### config.mk
export PLATFORM = sky130hd
export DESIGN_NAME = mfvn_ctrl
export DESIGN_NICKNAME = d
export VERILOG_FILES = /design/src/rtl/mfvn_pkg.sv /design/src/rtl/mfvn_ctrl.sv
export SDC_FILE = /design/constraint.sdc
export NUM_CORES = 1
export LEC_CHECK = 0
export ABC_AREA = 1
export BUFFER_PORTS_ARGS = -buffer_cell sky130_fd_sc_hd__buf_2
export CORE_MARGIN = 2
export CORE_UTILIZATION = 40
export DETAILED_ROUTE_END_ITERATION = 8
export SLEW_MARGIN = 20
export SYNTH_ARGS = -nofsm -noshare
export SYNTH_HDL_FRONTEND = slang
export SYNTH_SLANG_ARGS = --single-unit
### constraint.sdc
create_clock -name i_clk -period 2.33 [get_ports i_clk]
set_clock_uncertainty 0.05 [all_clocks]
set_input_delay 0.3495 -clock i_clk [delete_from_list [all_inputs] [get_ports i_clk]]
set_output_delay 0.3495 -clock i_clk [all_outputs]
set_load 0.1 [all_outputs]
### src/rtl/mfvn_pkg.sv
// shared types, widths and codes of the mesh face vertex normal unit
`default_nettype none

package mfvn_pkg;

    localparam int VERTEX_DEPTH_DEF = 1024;
    localparam int ADDR_XW  = 17;
    localparam int IDX_W    = 10;
    localparam int POS_W    = 24;
    localparam int EDGE_W   = 25;
    localparam int ACC_W    = 32;
    localparam int TAG_W    = 16;
    localparam int NRM_W    = 16;
    localparam int NRM_FRAC = 15;
    localparam int MAG_W    = 51;
    localparam int SHF_LIM  = 30;
    localparam int MUL_W    = 32;
    localparam int SQ_W     = 62;
    localparam int ROOT_W   = 64;
    localparam int LEN_W    = 31;
    localparam int QUO_W    = 17;
    localparam int NUM_W    = 46;
    localparam int CNT_W    = 5;

    localparam int CROSS_STEPS = 6;
    localparam int SQ_STEPS    = 3;
    localparam int DIV_STEPS   = QUO_W;
    localparam int ADD_STEPS   = 6;

    typedef enum logic [1:0] {
        KIND_WRITE = 2'd0,
        KIND_FACE  = 2'd1,
        KIND_READ  = 2'd2,
        KIND_CLEAR = 2'd3
    } t_kind;

    typedef enum logic [1:0] {
        ASEL_A = 2'd0,
        ASEL_B = 2'd1,
        ASEL_C = 2'd2,
        ASEL_V = 2'd3
    } t_asel;

    typedef logic [3:0] t_msel;
    localparam t_msel MS_YZ  = 4'd0;
    localparam t_msel MS_ZY  = 4'd1;
    localparam t_msel MS_ZX  = 4'd2;
    localparam t_msel MS_XZ  = 4'd3;
    localparam t_msel MS_XY  = 4'd4;
    localparam t_msel MS_YX  = 4'd5;
    localparam t_msel MS_SQ0 = 4'd6;
    localparam t_msel MS_SQ1 = 4'd7;
    localparam t_msel MS_SQ2 = 4'd8;

    localparam logic [1:0] LAST_COMP = 2'd2;

    typedef struct packed {
        logic  load;
        logic  store_wr;
        t_asel st_rd_sel;
        logic  cap_a;
        logic  cap_e1;
        logic  cap_e2;
        logic  mul_en;
        t_msel mul_sel;
        logic  acc_en;
        t_msel acc_sel;
        t_asel acc_rd_sel;
        logic  acc_wr;
        logic  load_acc;
        logic  set_degen;
        logic  shift;
        logic  sum_clr;
        logic  sqrt_init;
        logic  sqrt_step;
        logic  div_init;
        logic  div_step;
        logic  div_store;
        logic [1:0] k;
        logic  clr_step;
        logic  out_load;
    } t_cmd;

    typedef struct packed {
        logic zero;
        logic big;
        logic sqrt_done;
        logic clr_last;
    } t_stat;

endpackage

`default_nettype wire

### src/rtl/mfvn_ctrl.sv
// controller: sequences each item through the datapath, owns handshakes and enable
`default_nettype none

module mfvn_ctrl import mfvn_pkg::*; (
    input  wire logic       i_clk,
    input  wire logic       i_rst_n,
    input  wire logic       i_in_valid,
    output logic            o_in_ready,
    input  wire logic [1:0] i_kind,
    input  wire logic       i_cfg_valid,
    output logic            o_cfg_ready,
    input  wire logic       i_cfg_data,
    output logic            o_out_valid,
    input  wire logic       i_out_ready,
    output t_cmd            o_cmd,
    input  wire t_stat      i_stat
);

    typedef enum logic [4:0] {
        S_RCLR, S_IDLE, S_WR, S_RDA, S_RDB, S_RDC, S_E2, S_CROSS, S_RDV, S_RDV2,
        S_CHK, S_SHF, S_SQ, S_SQI, S_SQRT, S_DIVI, S_DIV, S_DIVE, S_ADD, S_CLR, S_FIN
    } t_state;

    t_state           r_state, n_state;
    logic [CNT_W-1:0] r_cnt, n_cnt;
    logic [1:0]       r_k, n_k;
    t_kind            r_kind, n_kind;
    logic             r_en;
    logic             r_out_valid;
    t_cmd             cmd;

    always_comb begin
        cmd     = '0;
        n_state = r_state;
        n_cnt   = r_cnt;
        n_k     = r_k;
        n_kind  = r_kind;
        case (r_state)
            S_RCLR: begin
                cmd.clr_step = 1'b1;
                if (i_stat.clr_last) n_state = S_IDLE;
            end
            S_IDLE: begin
                if (i_in_valid) begin
                    cmd.load = 1'b1;
                    n_kind   = t_kind'(i_kind);
                    case (t_kind'(i_kind))
                        KIND_WRITE: n_state = S_WR;
                        KIND_FACE:  n_state = S_RDA;
                        KIND_READ:  n_state = S_RDV;
                        default:    n_state = S_CLR;
                    endcase
                end
            end
            S_WR: begin
                cmd.store_wr = 1'b1;
                n_state      = S_FIN;
            end
            S_RDA: begin
                cmd.st_rd_sel = ASEL_A;
                n_state       = S_RDB;
            end
            S_RDB: begin
                cmd.st_rd_sel = ASEL_B;
                cmd.cap_a     = 1'b1;
                n_state       = S_RDC;
            end
            S_RDC: begin
                cmd.st_rd_sel = ASEL_C;
                cmd.cap_e1    = 1'b1;
                n_state       = S_E2;
            end
            S_E2: begin
                cmd.cap_e2 = 1'b1;
                n_cnt      = '0;
                n_state    = S_CROSS;
            end
            S_CROSS: begin
                cmd.mul_en  = r_cnt < CNT_W'(CROSS_STEPS);
                cmd.mul_sel = MS_YZ + t_msel'(r_cnt);
                cmd.acc_en  = r_cnt != '0;
                cmd.acc_sel = t_msel'(MS_YZ + t_msel'(r_cnt) - 1'b1);
                if (r_cnt == CNT_W'(CROSS_STEPS)) n_state = S_CHK;
                else n_cnt = r_cnt + 1'b1;
            end
            S_RDV: begin
                cmd.acc_rd_sel = ASEL_V;
                n_state        = S_RDV2;
            end
            S_RDV2: begin
                cmd.load_acc = 1'b1;
                n_state      = S_CHK;
            end
            S_CHK: begin
                if (i_stat.zero) begin
                    cmd.set_degen = 1'b1;
                    n_state       = S_FIN;
                end else begin
                    n_state = S_SHF;
                end
            end
            S_SHF: begin
                if (i_stat.big) begin
                    cmd.shift = 1'b1;
                end else begin
                    cmd.sum_clr = 1'b1;
                    n_cnt       = '0;
                    n_state     = S_SQ;
                end
            end
            S_SQ: begin
                cmd.mul_en  = r_cnt < CNT_W'(SQ_STEPS);
                cmd.mul_sel = MS_SQ0 + t_msel'(r_cnt);
                cmd.acc_en  = r_cnt != '0;
                cmd.acc_sel = t_msel'(MS_SQ0 + t_msel'(r_cnt) - 1'b1);
                if (r_cnt == CNT_W'(SQ_STEPS)) n_state = S_SQI;
                else n_cnt = r_cnt + 1'b1;
            end
            S_SQI: begin
                cmd.sqrt_init = 1'b1;
                n_state       = S_SQRT;
            end
            S_SQRT: begin
                if (i_stat.sqrt_done) begin
                    n_k     = '0;
                    n_state = S_DIVI;
                end else begin
                    cmd.sqrt_step = 1'b1;
                end
            end
            S_DIVI: begin
                cmd.k        = r_k;
                cmd.div_init = 1'b1;
                n_cnt        = '0;
                n_state      = S_DIV;
            end
            S_DIV: begin
                cmd.k        = r_k;
                cmd.div_step = 1'b1;
                if (r_cnt == CNT_W'(DIV_STEPS - 1)) n_state = S_DIVE;
                else n_cnt = r_cnt + 1'b1;
            end
            S_DIVE: begin
                cmd.k         = r_k;
                cmd.div_store = 1'b1;
                if (r_k == LAST_COMP) begin
                    n_cnt   = '0;
                    n_state = (r_kind == KIND_FACE && r_en) ? S_ADD : S_FIN;
                end else begin
                    n_k     = r_k + 1'b1;
                    n_state = S_DIVI;
                end
            end
            S_ADD: begin
                cmd.acc_rd_sel = t_asel'(r_cnt[2:1]);
                cmd.acc_wr     = r_cnt[0];
                if (r_cnt == CNT_W'(ADD_STEPS - 1)) n_state = S_FIN;
                else n_cnt = r_cnt + 1'b1;
            end
            S_CLR: begin
                cmd.clr_step = 1'b1;
                if (i_stat.clr_last) n_state = S_FIN;
            end
            S_FIN: begin
                if (!r_out_valid || i_out_ready) begin
                    cmd.out_load = 1'b1;
                    n_state      = S_IDLE;
                end
            end
            default: n_state = S_IDLE;
        endcase
    end

    always_ff @(posedge i_clk) begin
        if (!i_rst_n) begin
            r_state     <= S_RCLR;
            r_cnt       <= '0;
            r_k         <= '0;
            r_kind      <= KIND_WRITE;
            r_en        <= 1'b1;
            r_out_valid <= 1'b0;
        end else begin
            r_state <= n_state;
            r_cnt   <= n_cnt;
            r_k     <= n_k;
            r_kind  <= n_kind;
            if (i_cfg_valid) begin
                r_en <= i_cfg_data;
            end
            if (cmd.out_load) begin
                r_out_valid <= 1'b1;
            end else if (i_out_ready) begin
                r_out_valid <= 1'b0;
            end
        end
    end

    assign o_in_ready  = r_state == S_IDLE;
    assign o_cfg_ready = 1'b1;
    assign o_out_valid = r_out_valid;
    assign o_cmd       = cmd;

`ifndef SYNTHESIS
    a_cnt_bound: assert property (@(posedge i_clk) disable iff (!i_rst_n)
        r_cnt < CNT_W'(DIV_STEPS))
        else $error("step counter out of range");
    a_comp_bound: assert property (@(posedge i_clk) disable iff (!i_rst_n)
        r_k <= LAST_COMP)
        else $error("component index out of range");
    a_no_overwrite: assert property (@(posedge i_clk) disable iff (!i_rst_n)
        cmd.out_load |-> (!r_out_valid || i_out_ready))
        else $error("result register overwritten while held");
    a_sqrt_nonzero: assert property (@(posedge i_clk) disable iff (!i_rst_n)
        (r_state == S_SQRT) |-> !i_stat.zero)
        else $error("normalizing a zero vector");
`endif

endmodule

`default_nettype wire

# Yosys cells after proc, flatten, opt, wreduce, memory -nomap -nowiden
# Index checks and enable logic that the tools add are counted.
# W data, S select, Z words.
totals:
  wordCells: 126
  out_inout_bits: 36
  in_bits: 12
  register_bits: 16
classes:
  order_cmp: 2
  eq_ne: 44
  mux: 53
  n_addsub: 5
  n_reduce_logical: 16
ops:
  columns: ["operator", "n"]
  rows:
  - ["$pmux W5 S21", 1]
  - ["$mux W5", 18]
  - ["$eq A5 B4 Y1 const B", 8]
  - ["$pmux W5 S7", 1]
  - ["$ne A2 B2 Y1 const B", 16]
  - ["$eq A5 B3 Y1 const B", 6]
  - ["$eq A5 B5 Y1 const B", 6]
  - ["$mux W1", 23]
  - ["$pmux W10 S2", 1]
  - ["$eq A5 B2 Y1 const B", 3]
  - ["$pmux W5 S3", 1]
  - ["$pmux W2 S2", 3]
  - ["$reduce_and A10 Y1", 1]
  - ["$mux W2", 4]
  - ["$sub A4 B1 Y4 const B", 2]
  - ["$reduce_and A7 Y1", 1]
  - ["$reduce_bool A7 Y1", 1]
  - ["$add A5 B1 Y5 const B", 1]
  - ["$eq A5 B1 Y1 const B", 1]
  - ["$logic_not A5 Y1", 1]
  - ["$lt A5 B2 Y1 const B", 1]
  - ["$lt A5 B3 Y1 const B", 1]
  - ["$reduce_bool A5 Y1", 1]
  - ["$add A3 B4 Y4 const A", 1]
  - ["other kinds (13)", 17]

# Logic depth before layout (Yosys ltp)
depth:
  ltp_word: 5
  depth_mapped: 12
  mapped_depth_nobuf: 12

# Worst setup path before layout
# OpenSTA, ideal clock, no wires.
synth_path:
  kind: "register to output"
  from: "reg r_state[2]"
  to: "out o_cmd[25] in the netlist's numbering"
  t_required_ps: 1931
  stages_incl_launch_ff: 6
  path_slack_ps: -1214
  arrival_time_ps: 3145
  n_path_buf: 1
  path_cell_list: "dfxtp_1 > buf_4 > inv_1 > nor2_1 > nand2_2 > o32ai_1"
synth_rtl:
  columns: ["element", "line_no", "text"]
  rows:
  - ["start, declared", "mfvn_ctrl.sv:24", "t_state r_state, n_state;"]
  - ["start signal, assigned", "mfvn_ctrl.sv:183", "r_state <= n_state;"]
  - ["end, declared", "mfvn_ctrl.sv:15", "output t_cmd o_cmd,"]

==> impl_results.md <==
- Status: finished clean
- Final hold vios: 0
- Part of the power in the clock network: 8.5%
- Inserted Diodes: 0
- Design Power: 3030 uW
- Setup violators final: 0
- Final ANT Viol Nets: 0
- Gr usage total: 24.7%
- Met2 routed WL: 2.77 mm
- Nets: 417
- Critical path startpoint: r_state[4]
- Share of cells above drive strength 1: 34.6%
- Min-delay src: i_cfg_valid
- Clock Latency Late Sink: 0.26 ns
- Buffers added on ports: 46
- Post-CTS Hold Buffers: 0
- Comb power frac: 76.5%
- Netlist Area Pre-Place: 1850 um2
- Max Slew Vio Count: 0
- Overall routed net length: 6.22 mm
- Via count: 2322
- Pint: 1150 uW
- H-Tree Level Count: 1
- Initial antenna violation count: 0
- Ports: 48
- Worst slew pin tran: 0.519 ns
- Worst R2R Start: r_state[3]
- CP Data Required Time: 1.93 ns
- Most frequent cells in the layout: nand2_1 (85), nor2_1 (53), inv_1 (37), buf_2 (29), nand3_1 (26)
- RSZ-0062 raised after global routing: yes
- Met3 routed WL: 408 um
- Power density over the cells: 1100 nW/um2
- Seq/Total Area, Yosys: 17.3%
- Hold WC Path Type: in -> reg
- Routed len/inst: 13.9 um
- Crit share post-route: 97.7%
- Top Layer Used: met4
- Die area: 5180 um2
- Netlist cell types: 33
- Row cnt: 24
- CTS Sinks: 16
- CP Capture Type: output port
- Ranking of synthesized cells by area: nand2_1 (18%), dfxtp_1 (17%), nor2_1 (13%), inv_1 (8.1%), nand3_1 (7.6%)
- Setup tns final: 0 ns
- Post-DP HPWL: 4.77 mm
- Yosys reg bits: 16
- First-pass GRT wire length: 10.2 mm
- Min Tclk post-route: 2.28 ns
- Seq pwr share: 15.0%
- Initial Utilization: 41.9%
- Wire length on met1: 2.94 mm
- Gate Count Post-Synth: 333
- CTS Buf Count: 3
- DRT iter0 DRCs: 229
- Static leakage: 0.00139 uW
- Switching share of total power: 61.9%
- GPL Wtd Cong: 0.968
- Clk buf depth: 2
- Commonest non-fill, non-tap cell in the layout: nand2_1
- Arrival @ worst endpoint: 1.88 ns
- Max-cap violations: 0
- GRT Residual Overflow: 0
- Slew HR: 65.4%
- Overall die width: 72.0 um
- Ys Warns: 0
- Core ar.: 4410 um2
- Switch Pwr: 1870 uW
- CTS root buffer: clkbuf_8
- Vias per Instance: 5.18
- Synth top area share: 18.1%
- Area leader, netlist: nand2_1
- Vias in the first global route: 2152
- CTS tree: done
- FMAX: 439 MHz
- Pin count of the biggest net entering global routing: 14
- Post-Syn Nets: 353
- CP Class: reg -> out
- Syn_area_per_cell: 5.55 um2
- CP startpoint kind: flop
- Area growth, synth to finish: 49.4%
- Worst vdd ir: 0.577 mV
- First drt pass iteration count: 5
- Post-route DRC: 0
- Critical-path maximum fanout: 11
- Clock-pin slew on the worst setup and hold paths: 0.07 ns
- Die Y: 72.0 um
-- worst max-delay path, stage by stage, from the launching register on --
cell,delay [ns]
dfxtp_1,0.33
inv_2,0.09
buf_4,0.19
nand3_1,0.13
nand2_1,0.09
nand2_2,0.07
nor2_4,0.15
nand2_4,0.09
nand2_1,0.06
nor3b_4,0.22
buf_12,0.20
-- state kept, by name, indices dropped and copies added, names as in the netlist --
| signal | flops |
|---|---|
| o_out_valid | 1 |
| r_k | 2 |
| r_cnt | 5 |
| r_kind | 2 |
| r_state | 5 |
| r_en | 1 |
-- per-stage QoR --
step / utilization [%] / hold WS [ns] / std cells / worst slack, ns / area (um2)
after floorplan: - / 0.391 / 333 / -0.382 / 2000
after global placement: 58.1 / 0.411 / 432 / 0.216 / 2570
after detailed placement: 58.1 / 0.421 / 432 / 0.163 / 2570
after CTS: 60.5 / 0.236 / 442 / 0.00892 / 2670
after global routing: 62.6 / 0.243 / 448 / -0.0299 / 2760
final: 62.6 / 0.240 / 448 / 0.0544 / 2760
-- cell families (layout without fill, tap and decap cells) --
group	count (synthesis)	count (layout)	synth area share (%)
buffers and inverters	52	115	11.8
flip-flops	16	16	17.3
adder cells (fa/ha/maj)	8	8	5.42
AO/OA/AOI/OAI	32	32	9.21
other	1	1	0.203
XOR/XNOR	1	1	0.474
AND/OR/NAND/NOR	223	223	55.6
-- path summary, 6_finish.rpt --
| path | to | slack [ns] | cells after the start |
|---|---|---|---|
| worst min-delay path | r_en | 0.24 | 2 |
| worst max register to register | r_cnt[4] | 0.51 | 11 |
| worst min register to register | r_kind[1] | 0.43 | 2 |
| worst max-delay path | o_cmd[19] | 0.05 | 10 |
-- cell type report --
cell class | count | area (um2)
Inverter | 45 | 184
Clock buffer | 4 | 55.1
Timing Repair Buffer | 66 | 639
Sequential cell | 16 | 335
Multi-Input combinational cell | 265 | 1480
Fill cell | 437 | 1650
Tap cell | 52 | 65.1
-- synth_stat cells (all sizes together) --
| cell type | instances |
|---|---|
| a21oi | 14 |
| a31oi | 1 |
| and2 | 1 |
| buf | 6 |
| clkbuf | 1 |
| clkinv | 1 |
| conb | 1 |
| dfxtp | 16 |
| ha | 8 |
| inv | 44 |
| nand2 | 95 |
| nand3 | 31 |
| nand3b | 1 |
| nand4 | 10 |
| nor2 | 77 |
| nor3 | 6 |
| nor3b | 1 |
| o211ai | 1 |
| o21a | 1 |
| o21ai | 14 |
| o32ai | 1 |
| or2 | 1 |
| xor2 | 1 |
-- what timing repair did --
item | 4_1_cts | 5_1_grt
setup buffers | 6 | 6
pin swaps | 2 | 8
resized for setup | 1 | 15
gates cloned | 0 | 0
setup endpoints to repair | 6 | 10
-- power groups by stage --
stage                     registers (uW)  clock network, uW  logic [uW]
after floorplan                      460                  0        1720
after detailed placement             474                  0        2140
final                                454                258        2310
after global routing                 463                271        2500
after CTS                            451                262        2200
after global placement               471                  0        2150
-- routing by layer --
layer / track usage [%] / vias up
met5: 0 / -
met4: 6.08 / 0
met1: 36.7 / 1037
li1: - / 1176
met3: 2.08 / 14
met2: 38.7 / 95
Note: power is estimated with default switching activity, not from simulation.
